**src/hdl/spmm_pkg.sv**
```systemverilog
// Package for the split pointer motion mixer.
// Register index codes and the controller/datapath command and status structs.
// No dependencies.
`default_nettype none

package spmm_pkg;

  localparam int unsigned CFG_IDX_W  = 3;
  localparam int unsigned CFG_DATA_W = 7;

  localparam logic [CFG_IDX_W-1:0] REG_IS_MAIN_HALF  = 3'd0;
  localparam logic [CFG_IDX_W-1:0] REG_GAIN_MAIN     = 3'd1;
  localparam logic [CFG_IDX_W-1:0] REG_GAIN_REMOTE   = 3'd2;
  localparam logic [CFG_IDX_W-1:0] REG_SCROLL_MAIN   = 3'd3;
  localparam logic [CFG_IDX_W-1:0] REG_SCROLL_REMOTE = 3'd4;
  localparam logic [CFG_IDX_W-1:0] REG_HORIZ_DIVISOR = 3'd5;
  localparam logic [CFG_IDX_W-1:0] REG_VERT_DIVISOR  = 3'd6;

  typedef struct packed {
    logic load_in;
    logic start_h;
    logic start_v;
    logic commit_h;
    logic commit_v;
    logic load_out;
  } cmd_t;

  typedef struct packed {
    logic scroll_en;
    logic div_done;
    logic out_free;
  } sts_t;

endpackage

`default_nettype wire

```
**src/hdl/split_pointer_motion_mixer_top.sv**
```systemverilog
// Split pointer motion mixer, top level: controller plus datapath.
// Without scrolling a captured word goes straight to the output register; with scrolling,
// the two 8-step passes of the shared bit-serial divider (horizontal, then vertical) come
//   between. A new word is accepted only after the previous one is loaded for output.
// The next word is accepted while a finished word waits in the output register.
// Synchronous reset loads register defaults and clears both scroll remainders.
`default_nettype none

module split_pointer_motion_mixer_top (
  input  wire logic                            clk,
  input  wire logic                            rst,
  input  wire logic                            cfg_we,
  input  wire logic [spmm_pkg::CFG_IDX_W-1:0]  cfg_index,
  input  wire logic [spmm_pkg::CFG_DATA_W-1:0] cfg_data,
  input  wire logic                            in_valid,
  output logic                                 in_ready,
  input  wire logic signed [7:0]               local_dx,
  input  wire logic signed [7:0]               local_dy,
  input  wire logic signed [6:0]               remote_dx,
  input  wire logic signed [6:0]               remote_dy,
  output logic                                 out_valid,
  input  wire logic                            out_ready,
  output logic signed [9:0]                    move_x,
  output logic signed [9:0]                    move_y,
  output logic signed [7:0]                    scroll_h,
  output logic signed [7:0]                    scroll_v
);
  import spmm_pkg::*;

  cmd_t cmd;
  sts_t sts;

  spmm_ctrl u_ctrl (
    .clk      (clk),
    .rst      (rst),
    .in_valid (in_valid),
    .in_ready (in_ready),
    .sts      (sts),
    .cmd      (cmd)
  );

  spmm_dp u_dp (
    .clk       (clk),
    .rst       (rst),
    .cfg_we    (cfg_we),
    .cfg_index (cfg_index),
    .cfg_data  (cfg_data),
    .local_dx  (local_dx),
    .local_dy  (local_dy),
    .remote_dx (remote_dx),
    .remote_dy (remote_dy),
    .out_valid (out_valid),
    .out_ready (out_ready),
    .move_x    (move_x),
    .move_y    (move_y),
    .scroll_h  (scroll_h),
    .scroll_v  (scroll_v),
    .cmd       (cmd),
    .sts       (sts)
  );

endmodule

`default_nettype wire

```
**src/hdl/spmm_div.sv**
```systemverilog
// Iterative signed divider, 8-bit dividend by 7-bit nonzero divisor, one bit per cycle.
// Truncates toward zero; remainder takes the dividend's sign. No dependencies.
`default_nettype none

module spmm_div (
  input  wire logic              clk,
  input  wire logic              rst,
  input  wire logic              start,
  input  wire logic signed [7:0] dividend,
  input  wire logic        [6:0] divisor,
  output logic                   done,
  output logic signed [8:0]      quotient,
  output logic signed [7:0]      remainder
);

  logic       busy;
  logic [2:0] cnt;
  logic [7:0] r;
  logic [7:0] qd;
  logic [6:0] dvs;
  logic       neg;
  logic [7:0] trial;
  logic [7:0] diff;
  logic       fits;
  logic [8:0] qmag;

  assign trial = {r[6:0], qd[7]};
  assign diff  = trial - {1'b0, dvs};
  assign fits  = trial >= {1'b0, dvs};

  always_ff @(posedge clk) begin
    if (rst) begin
      busy <= 1'b0;
      done <= 1'b0;
      cnt  <= '0;
    end else begin
      done <= 1'b0;
      if (start) begin
        busy <= 1'b1;
        cnt  <= '0;
      end else if (busy) begin
        cnt <= cnt + 3'd1;
        if (cnt == 3'd7) begin
          busy <= 1'b0;
          done <= 1'b1;
        end
      end
    end
  end

  always_ff @(posedge clk) begin
    if (start) begin
      r   <= '0;
      qd  <= dividend[7] ? 8'(-dividend) : 8'(dividend);
      dvs <= divisor;
      neg <= dividend[7];
    end else if (busy) begin
      r  <= fits ? diff : trial;
      qd <= {qd[6:0], fits};
    end
  end

  assign qmag      = {1'b0, qd};
  assign quotient  = neg ? -$signed(qmag) : $signed(qmag);
  assign remainder = neg ? -$signed(r) : $signed(r);

endmodule

`default_nettype wire

```
**src/hdl/spmm_ctrl.sv**
```systemverilog
// Controller state machine for the split pointer motion mixer.
// Sequences capture, the two scroll divisions and the output load. Uses spmm_pkg.
`default_nettype none

module spmm_ctrl (
  input  wire logic          clk,
  input  wire logic          rst,
  input  wire logic          in_valid,
  output logic               in_ready,
  input  wire spmm_pkg::sts_t sts,
  output spmm_pkg::cmd_t     cmd
);
  import spmm_pkg::*;

  localparam logic [2:0] S_IDLE   = 3'd0;
  localparam logic [2:0] S_ROUTE  = 3'd1;
  localparam logic [2:0] S_HWAIT  = 3'd2;
  localparam logic [2:0] S_VSTART = 3'd3;
  localparam logic [2:0] S_VWAIT  = 3'd4;
  localparam logic [2:0] S_OUT    = 3'd5;

  logic [2:0] state;
  logic [2:0] state_next;

  assign in_ready = (state == S_IDLE);

  always_comb begin
    state_next = state;
    cmd        = '0;
    case (state)
      S_IDLE: begin
        if (in_valid) begin
          cmd.load_in = 1'b1;
          state_next  = S_ROUTE;
        end
      end
      S_ROUTE: begin
        if (sts.scroll_en) begin
          cmd.start_h = 1'b1;
          state_next  = S_HWAIT;
        end else begin
          state_next = S_OUT;
        end
      end
      S_HWAIT: begin
        if (sts.div_done) begin
          cmd.commit_h = 1'b1;
          state_next   = S_VSTART;
        end
      end
      S_VSTART: begin
        cmd.start_v = 1'b1;
        state_next  = S_VWAIT;
      end
      S_VWAIT: begin
        if (sts.div_done) begin
          cmd.commit_v = 1'b1;
          state_next   = S_OUT;
        end
      end
      S_OUT: begin
        if (sts.out_free) begin
          cmd.load_out = 1'b1;
          state_next   = S_IDLE;
        end
      end
      default: begin
        state_next = S_IDLE;
      end
    endcase
  end

  always_ff @(posedge clk) begin
    if (rst) begin
      state <= S_IDLE;
    end else begin
      state <= state_next;
    end
  end

endmodule

`default_nettype wire

```
**src/hdl/spmm_dp.sv**
```systemverilog
// Datapath for the split pointer motion mixer: config registers, input capture,
// routing, gain, scroll accumulators and output word register. Uses spmm_pkg, spmm_div.
`default_nettype none

module spmm_dp (
  input  wire logic                               clk,
  input  wire logic                               rst,
  input  wire logic                               cfg_we,
  input  wire logic [spmm_pkg::CFG_IDX_W-1:0]     cfg_index,
  input  wire logic [spmm_pkg::CFG_DATA_W-1:0]    cfg_data,
  input  wire logic signed [7:0]                  local_dx,
  input  wire logic signed [7:0]                  local_dy,
  input  wire logic signed [6:0]                  remote_dx,
  input  wire logic signed [6:0]                  remote_dy,
  output logic                                    out_valid,
  input  wire logic                               out_ready,
  output logic signed [9:0]                       move_x,
  output logic signed [9:0]                       move_y,
  output logic signed [7:0]                       scroll_h,
  output logic signed [7:0]                       scroll_v,
  input  wire spmm_pkg::cmd_t                     cmd,
  output spmm_pkg::sts_t                          sts
);
  import spmm_pkg::*;

  // truncating divide by 3 via reciprocal 171/512, exact for |d| <= 128
  function automatic logic signed [6:0] div3(input logic signed [7:0] d);
    logic [7:0]  mag;
    logic [15:0] prod;
    logic [6:0]  q;
    mag  = d[7] ? 8'(-d) : 8'(d);
    prod = {8'd0, mag} * 16'd171;
    q    = prod[15:9];
    return d[7] ? -$signed(q) : $signed(q);
  endfunction

  function automatic logic signed [9:0] gain_scale(input logic signed [6:0] d,
                                                   input logic [2:0] g);
    logic [6:0]         mag;
    logic [2:0]         ge;
    logic signed [10:0] p;
    mag = d[6] ? 7'(-d) : 7'(d);
    if (g > 3'd2 && mag < 7'd2) begin
      ge = 3'd3;
    end else if (g > 3'd2 && mag < 7'd5) begin
      ge = 3'd4;
    end else begin
      ge = g;
    end
    p = $signed({{4{d[6]}}, d}) * $signed({8'd0, ge});
    return p[9:0];
  endfunction

  logic       is_main_half;
  logic [2:0] gain_main;
  logic [2:0] gain_remote;
  logic       scroll_main;
  logic       scroll_remote;
  logic [6:0] horiz_divisor;
  logic [6:0] vert_divisor;

  logic signed [7:0] horiz_rem;
  logic signed [7:0] vert_rem;
  logic signed [6:0] lx, ly, rx, ry;
  logic signed [8:0] qh, qv;

  logic              local_idle;
  logic              move_local, move_remote, scroll_local, scroll_remote_src;
  logic signed [6:0] hd, vd;
  logic signed [7:0] sum_h, sum_v;
  logic [6:0]        hdiv_eff, vdiv_eff;
  logic              div_start;
  logic signed [7:0] div_dividend;
  logic [6:0]        div_divisor;
  logic              div_done;
  logic signed [8:0] div_q;
  logic signed [7:0] div_r;
  logic signed [9:0] mx, my;
  logic signed [8:0] neg_qh;
  logic              out_free;

  always_ff @(posedge clk) begin
    if (rst) begin
      is_main_half  <= 1'b1;
      gain_main     <= 3'd2;
      gain_remote   <= 3'd2;
      scroll_main   <= 1'b0;
      scroll_remote <= 1'b0;
      horiz_divisor <= 7'd10;
      vert_divisor  <= 7'd20;
    end else if (cfg_we) begin
      case (cfg_index)
        REG_IS_MAIN_HALF:  is_main_half  <= cfg_data[0];
        REG_GAIN_MAIN:     gain_main     <= cfg_data[2:0];
        REG_GAIN_REMOTE:   gain_remote   <= cfg_data[2:0];
        REG_SCROLL_MAIN:   scroll_main   <= cfg_data[0];
        REG_SCROLL_REMOTE: scroll_remote <= cfg_data[0];
        REG_HORIZ_DIVISOR: horiz_divisor <= cfg_data;
        REG_VERT_DIVISOR:  vert_divisor  <= cfg_data;
        default: ;
      endcase
    end
  end

  always_ff @(posedge clk) begin
    if (cmd.load_in) begin
      lx <= div3(local_dx);
      ly <= div3(local_dy);
      rx <= remote_dx;
      ry <= remote_dy;
    end
  end

  // routing
  assign local_idle = (lx == 7'sd0) && (ly == 7'sd0);
  assign move_local = (!scroll_main && !scroll_remote && !local_idle)
                    || (!scroll_main && scroll_remote);
  assign move_remote = (!scroll_main && !scroll_remote && local_idle)
                     || (scroll_main && !scroll_remote);
  assign scroll_local = (scroll_main && scroll_remote && !local_idle)
                      || (scroll_main && !scroll_remote);
  assign scroll_remote_src = (scroll_main && scroll_remote && local_idle)
                           || (!scroll_main && scroll_remote);

  assign hd = scroll_local ? lx : rx;
  assign vd = scroll_local ? ly : ry;
  assign sum_h = horiz_rem + {hd[6], hd};
  assign sum_v = vert_rem + {vd[6], vd};
  assign hdiv_eff = (horiz_divisor == 7'd0) ? 7'd1 : horiz_divisor;
  assign vdiv_eff = (vert_divisor == 7'd0) ? 7'd1 : vert_divisor;

  assign div_start    = cmd.start_h || cmd.start_v;
  assign div_dividend = cmd.start_v ? sum_v : sum_h;
  assign div_divisor  = cmd.start_v ? vdiv_eff : hdiv_eff;

  spmm_div u_div (
    .clk       (clk),
    .rst       (rst),
    .start     (div_start),
    .dividend  (div_dividend),
    .divisor   (div_divisor),
    .done      (div_done),
    .quotient  (div_q),
    .remainder (div_r)
  );

  always_ff @(posedge clk) begin
    if (rst) begin
      horiz_rem <= '0;
      vert_rem  <= '0;
    end else if (cfg_we && (cfg_index == REG_SCROLL_MAIN
                            || cfg_index == REG_SCROLL_REMOTE)) begin
      horiz_rem <= '0;
      vert_rem  <= '0;
    end else if (cmd.commit_h) begin
      horiz_rem <= div_r;
      if (div_q != 9'sd0) begin
        vert_rem <= '0;
      end
    end else if (cmd.commit_v) begin
      vert_rem <= div_r;
      if (div_q != 9'sd0) begin
        horiz_rem <= '0;
      end
    end
  end

  always_ff @(posedge clk) begin
    if (cmd.commit_h) begin
      qh <= div_q;
    end
    if (cmd.commit_v) begin
      qv <= div_q;
    end
  end

  always_comb begin
    if (!is_main_half) begin
      mx = {{3{lx[6]}}, lx};
      my = -$signed({{3{ly[6]}}, ly});
    end else if (move_local) begin
      mx = -gain_scale(lx, gain_main);
      my = -gain_scale(ly, gain_main);
    end else if (move_remote) begin
      mx = -gain_scale(rx, gain_remote);
      my = -gain_scale(ry, gain_remote);
    end else begin
      mx = '0;
      my = '0;
    end
  end

  assign neg_qh   = -qh;
  assign out_free = !out_valid || out_ready;

  always_ff @(posedge clk) begin
    if (rst) begin
      out_valid <= 1'b0;
    end else if (cmd.load_out) begin
      out_valid <= 1'b1;
    end else if (out_ready) begin
      out_valid <= 1'b0;
    end
  end

  always_ff @(posedge clk) begin
    if (cmd.load_out) begin
      move_x <= mx;
      move_y <= my;
      if (sts.scroll_en) begin
        scroll_h <= neg_qh[7:0];
        scroll_v <= qv[7:0];
      end else begin
        scroll_h <= '0;
        scroll_v <= '0;
      end
    end
  end

  assign sts.scroll_en = is_main_half && (scroll_local || scroll_remote_src);
  assign sts.div_done  = div_done;
  assign sts.out_free  = out_free;

  a_load_out_free: assert property (@(posedge clk) disable iff (rst)
    cmd.load_out |-> out_free)
    else $error("output word loaded while the previous one is still held");

  a_h_clears_v: assert property (@(posedge clk) disable iff (rst)
    (cmd.commit_h && div_q != 9'sd0 && !cfg_we) |=> (vert_rem == 8'sd0))
    else $error("horizontal step did not clear vertical remainder");

  a_v_clears_h: assert property (@(posedge clk) disable iff (rst)
    (cmd.commit_v && div_q != 9'sd0 && !cfg_we) |=> (horiz_rem == 8'sd0))
    else $error("vertical step did not clear horizontal remainder");

endmodule

`default_nettype wire

```
**config.mk**
```make
export PLATFORM = sky130hd
export DESIGN_NAME = split_pointer_motion_mixer_top
export DESIGN_NICKNAME = d
export VERILOG_FILES = /design/src/hdl/spmm_pkg.sv /design/src/hdl/split_pointer_motion_mixer_top.sv /design/src/hdl/spmm_div.sv /design/src/hdl/spmm_ctrl.sv /design/src/hdl/spmm_dp.sv
export SDC_FILE = /design/constraint.sdc
export NUM_CORES = 1
export LEC_CHECK = 0
export BUFFER_PORTS_ARGS = -buffer_cell sky130_fd_sc_hd__buf_2
export CORE_MARGIN = 10
export CORE_UTILIZATION = 60
export DETAILED_ROUTE_END_ITERATION = 16
export HOLD_SLACK_MARGIN = 0.03
export PLACE_DENSITY = 0.82
export SLEW_MARGIN = 20
export SYNTH_ARGS = -nofsm -noshare
export SYNTH_HDL_FRONTEND = slang
export SYNTH_SLANG_ARGS = --single-unit
```
**constraint.sdc**
```tcl
create_clock -name clk -period 12.4 [get_ports clk]
set_input_delay 1.86 -clock clk [delete_from_list [all_inputs] [get_ports clk]]
set_output_delay 1.86 -clock clk [all_outputs]
set_load 0.05 [all_outputs]
```
# Word level (Yosys, flattened, before mapping)

Cells that the tools add are included.

Add/sub/neg operators: 21
$mul: 6
Div/mod/pow operators: 0
$lt $le $gt $ge: 11
Eq/ne operators: 17
Shifts and indexed selects: 0
Multiplexer cells: 71
Bitwise operators: 1
Reductions and logical operators: 55

Operator list:

| operator                                            | count |
|---|---|
| 2-to-1 mux 8 bit                                    | 13 |
| 2-to-1 mux 7 bit                                    | 11 |
| 2-to-1 mux 3 bit                                    | 23 |
| 2-to-1 mux 10 bit                                   | 6 |
| negator 7 bit                                       | 6 |
| multiplier 7 x 4 -> 10 bit                          | 4 |
| negator 10 bit                                      | 4 |
| negator 8 bit                                       | 5 |
| multiplier 8 x 8 -> 16 bit (second input constant)  | 2 |
| zero test 7 bit                                     | 4 |
| < comparator 7 x 2 -> 1 bit (second input constant) | 4 |
| < comparator 7 x 3 -> 1 bit (second input constant) | 4 |
| logical AND 1 bit                                   | 19 |
| == test 3 bit (second input constant)               | 6 |
| case mux 3 bit (6 select lines)                     | 1 |
| AND reduction 2 bit                                 | 9 |
| adder 8 bit                                         | 2 |
| 2-to-1 mux 1 bit                                    | 16 |
| == test 3 x 2 -> 1 bit (second input constant)      | 4 |
| negator 7 -> 10 bit                                 | 1 |
| 2-to-1 mux 9 bit                                    | 1 |
| negator 8 -> 9 bit                                  | 1 |
| nonzero test 9 bit                                  | 1 |
| >= comparator 8 x 7 -> 1 bit                        | 1 |
| other kinds (14)                                    | 34 |

Flip-flop bits (word level): 152
Bits in latches: 0
Bits in writable memories: 0
Bits in read-only memories: 0
Logic and storage cells: 210
Memories: 0

# Depth between registers and ports, before layout

Depth in word-level cells: 14
Gate-level depth with buffers: 25
Depth with buffers taken out: 25

# Modules after synthesis

A second synthesis with hierarchy kept.

Cell total of the unflattened synthesis: 1,566
Area, all modules: 14,288.7 µm²

Modules (own cells, without submodules):

| module    | instances | cells an instance | area each (µm²) | sequential area each (µm²) |
|---|---|---|---|---|
| spmm_dp   | 1         | 1,307             | 12,031.5        | 3,203.1 |
| spmm_div  | 1         | 226               | 2,004.4         | 740.7 |
| spmm_ctrl | 1         | 33                | 252.7           | 60.1 |

# Worst setup path after synthesis

No wires, ideal clock.

Path type: input-to-reg
Start: in local_dy[1]
End: reg u_dp.ly[6] (data pin)
Library setup time: 0.261 ns
Arrival time: 6.533 ns
Data required time: 12.139 ns
Slack: 5.606 ns
Stages: 17
Cells stage by stage: or3_1 or4b_2 inv_1 ha_1 inv_1 fa_1 fa_1 inv_1 ha_1 a2111oi_0 o21ai_0 a41oi_1 o21ai_0 a21oi_1 mux2_2 o21ai_0 xnor2_1

Cells in the longest elaborated chain, start to end: 5

Ends and longest elaborated chain:

| element                      | RTL line                             | source |
|---|---|---|
| from (decl)                  | split_pointer_motion_mixer_top.sv:18 | `input wire logic signed [7:0] local_dy,` |
| negator 8 bit                | spmm_dp.sv:31                        | `mag = d[7] ? 8'(-d) : 8'(d);` |
| 2-to-1 mux 8 bit *           | spmm_dp.sv:31                        |  |
| multiplier 8 x 8 -> 16 bit * | spmm_dp.sv:32                        | `prod = {8'd0, mag} * 16'd171;` |
| negator 7 bit                | spmm_dp.sv:34                        | `return d[7] ? -$signed(q) : $signed(q);` |
| 2-to-1 mux 7 bit *           | spmm_dp.sv:34                        |  |
| to (signal assigned)         | spmm_dp.sv:108                       | `ly <= div3(local_dy);` |
| to (decl)                    | spmm_dp.sv:64                        | `logic signed [6:0] lx, ly, rx, ry;` |

Mark *: on every way between the ends. The rest lies on a longest branch, timed or not.
A chain may end at the register's enable or synchronous reset.

# Final worst setup path

Same ends and word-level chain as after synthesis.

==> impl_metrics.json <==
{
  "run_status": "finished clean",
  "yosys.area.top_type_share_pct": 20.4,
  "fin_nets": 1954,
  "synthMuxAreaShare_pct": 3.13,
  "cts_setup_buffers": 0,
  "synth_simple_gate_area_share_pct": 16.4,
  "fin_crit_sh_pct": 55.1,
  "seq_area_frac_synth_pct": 28.3,
  "grt_pass1_wl_um": 52600,
  "avgSynthCellArea_um2": 8.94,
  "cts_root_buffer": "clkbuf_16",
  "timing.final.ws_setup_ns": 5.57,
  "leakage_nw": 7.16,
  "yosysWarnings": 0,
  "fill_cells": 1869,
  "dp_hpwl_um": 24700,
  "drive_above_1_share_pct": 8.73,
  "grt_use_met1_pct": 24.7,
  "dp_cells": 1947,
  "synth_fa_ha_area_share_pct": 26.3,
  "instances_no_fill": 1981,
  "holdWs_ns": 0.492,
  "setup_violations": 0,
  "worstSetupEndpointType": "flip-flop",
  "p_total_mw": 2.93,
  "wl_per_cell_um": 15.8,
  "syn_nets": 1889,
  "tightest_slew_ns": 1.01,
  "period_minus_slack_ns": 6.83,
  "clock_latency_ns": 0.45,
  "slew_headroom_pct": 32.5,
  "cts_buffer_depth": 2,
  "met3_usage_pct": 3.77,
  "finalClockSkew_ns": 0.0123,
  "yosys.cell_types.count": 72,
  "required_ns": 12.59,
  "postSynthCellCount": 1582,
  "grt_max_degree": 37,
  "first_iter_violations": 814,
  "die-height_um": 173,
  "drt_wl_total_um": 31300,
  "die-area_um2": 30100,
  "numClockSinks": 152,
  "slew_violations": 0,
  "synth_top_family_by_area": "adder cells",
  "initial_core_util_pct": 60.6,
  "cts_made_buffers": 17,
  "via_per_inst": 5.64,
  "ys.flop_type": "edfxtp_1",
  "cts_tree": "yes",
  "track_usage_pct": 20.8,
  "rsz0062_at_grt": "no",
  "synth_top_area_cell": "edfxtp_1",
  "critical_path_class": "in -> reg",
  "core-area_um2": 23300,
  "synthTopCellsByArea": "edfxtp_1, ha_1, fa_1",
  "antenna_found_initial": 2,
  "postRouteAntennaNets": 0,
  "grt_overflow_total": 0,
  "synth_edf_count": 96,
  "hold_violations": 0,
  "worstPathMaxFanout": 4,
  "yosys.area_share.xor_xnor_pct": 6.13,
  "portBuffers": 82,
  "area_growth_pct": 9.09,
  "gp_congestion": 0.920,
  "crit_path_start_kind": "input port",
  "drtPass1Iterations": 5,
  "ir_drop_mv": 0.130,
  "async_reset_ff_share_pct": 0,
  "multiInputGateArea_um2": 9100,
  "worst_ep_arrival_time_ns": 7.02,
  "ctsResizeCount": 0,
  "power_density_nw_per_um2": 190,
  "vias": 11178,
  "io_pins": 83,
  "regArea_um2": 4000,
  "path_clk_slew_ns": 0.08,
  "gr-usage-met2_pct": 37.2,
  "first_global_vias": 11356,
  "clock.fmax_ghz": 0.146,
  "die_x_um": 173,
  "maxCapViolCount": 0,
  "rows": 56,
  "ctsHtreeMaxLevel": 4,
  "ys_ff_latch": 152,
  "postCtsHoldBufs": 0,
  "syn-cell-area_um2": 14100,
  "synth-compound-area-share_pct": 12.3,
  "drc_errors": 0,
  "setup_tns_ns": 0,
  "pre_cts_slack_ns": 5.12,
  "hold_class": "reg -> reg",
  "grt.busiest_layer": "met2"
}
## kinds of logic (layout without fill, tap and decap cells)
family / count (synthesis) / in the layout
buffers and inverters: 276 / 354
adders and majority gates: 262 / 262
other: 0 / 2
and+or+nand+nor: 479 / 479
AOI/OAI and AO/OA: 271 / 271
muxes: 43 / 43
DFF: 152 / 152
xor gates and xnor gates: 99 / 99
## worst max-delay path, stage by stage
cell,delay (ns)
buf_2,0.11
or3_1,0.41
or4b_2,0.68
inv_1,0.19
ha_1,0.26
inv_1,0.07
fa_1,0.44
fa_1,0.54
inv_1,0.04
ha_1,0.20
a2111oi_0,0.36
o21ai_0,0.20
a41oi_1,0.37
o21ai_0,0.25
a21oi_1,0.38
mux2_2,0.38
o21ai_0,0.18
xnor2_1,0.10
## stage by stage
step	utilization, %	instance area, um^2
after detailed placement	63.5	14800
after global placement	63.5	14800
after CTS	66.1	15400
after floorplan	-	14100
after global routing	66.1	15400
final	66.1	15400
## flip-flops by register name, summed over array words and instances (netlist names), 8 cells and up
signal and cells:
u_dp.move_x 10, u_dp.qv 8, u_dp.vert_rem 8, u_dp.scroll_v 8
u_dp.u_div.r 8, u_dp.move_y 10, u_dp.u_div.qd 8, u_dp.scroll_h 8
u_dp.horiz_rem 8, u_dp.qh 8
## placed cells by master (no fill, tap or decap), drive strengths merged, types with 56 or more instances in the layout
cell type  Yosys  final
nand2        158    158
edfxtp        96     96
o21ai         64     64
ha           203    203
inv          236    247
xnor2         66     66
buf            3     86
a21oi         74     74
dfxtp         56     56
fa            59     59
and2          56     56
nor2         115    115
## per-layer routing
layer	vias up	part of all wire, %
met2	314	49
li1	5498	-
met1	5314	43
met3	52	5.4
met5	-	0
met4	0	1.8
## Yosys cell counts, drive strengths merged (6+ instances only)
cell	n
a211o	9
a21boi	9
a21o	20
a21oi	74
a22oi	11
and2	56
clkbuf	37
dfxtp	56
edfxtp	96
fa	59
ha	203
inv	236
mux2	10
mux2i	33
nand2	158
nand2b	27
nand3	14
nor2	115
nor2b	22
nor3	33
nor3b	10
o211ai	8
o21a	13
o21ai	64
o21bai	8
o22ai	6
o31ai	12
or3	15
xnor2	66
xor2	33
## where the power goes
group	switching (mW)	internal, mW
logic	0.928	0.715
clock network	0.253	0.272
registers	0.0982	0.660
total	1.28	1.65
## path summary, 6_finish.rpt
path	startpoint	to	slack, ns	cells after the start
worst max-delay path	local_dy[1]	u_dp.ly[6]	5.57	18
worst min-delay path	u_dp.u_div.r[7]	u_dp.u_div.r[7]	0.49	2
worst max register to register	u_dp.ly[0]	u_dp.move_y[8]	6.26	24
worst min register to register	u_dp.u_div.r[7]	u_dp.u_div.r[7]	0.49	2
## layout make-up
| type | instances | area share [%] |
|---|---|---|
| diodes | 2 | 0.0325 |
| clock inverters | 15 | 1.06 |
| clock buffers | 17 | 2.76 |
| repair buffers | 86 | 2.86 |
| multi-input cells | 1154 | 59.0 |
| inverters | 236 | 5.74 |
| flip-flops and latches | 152 | 26.0 |
| well taps | 319 | 2.59 |
Note: power is estimated with default switching activity, not from simulation.
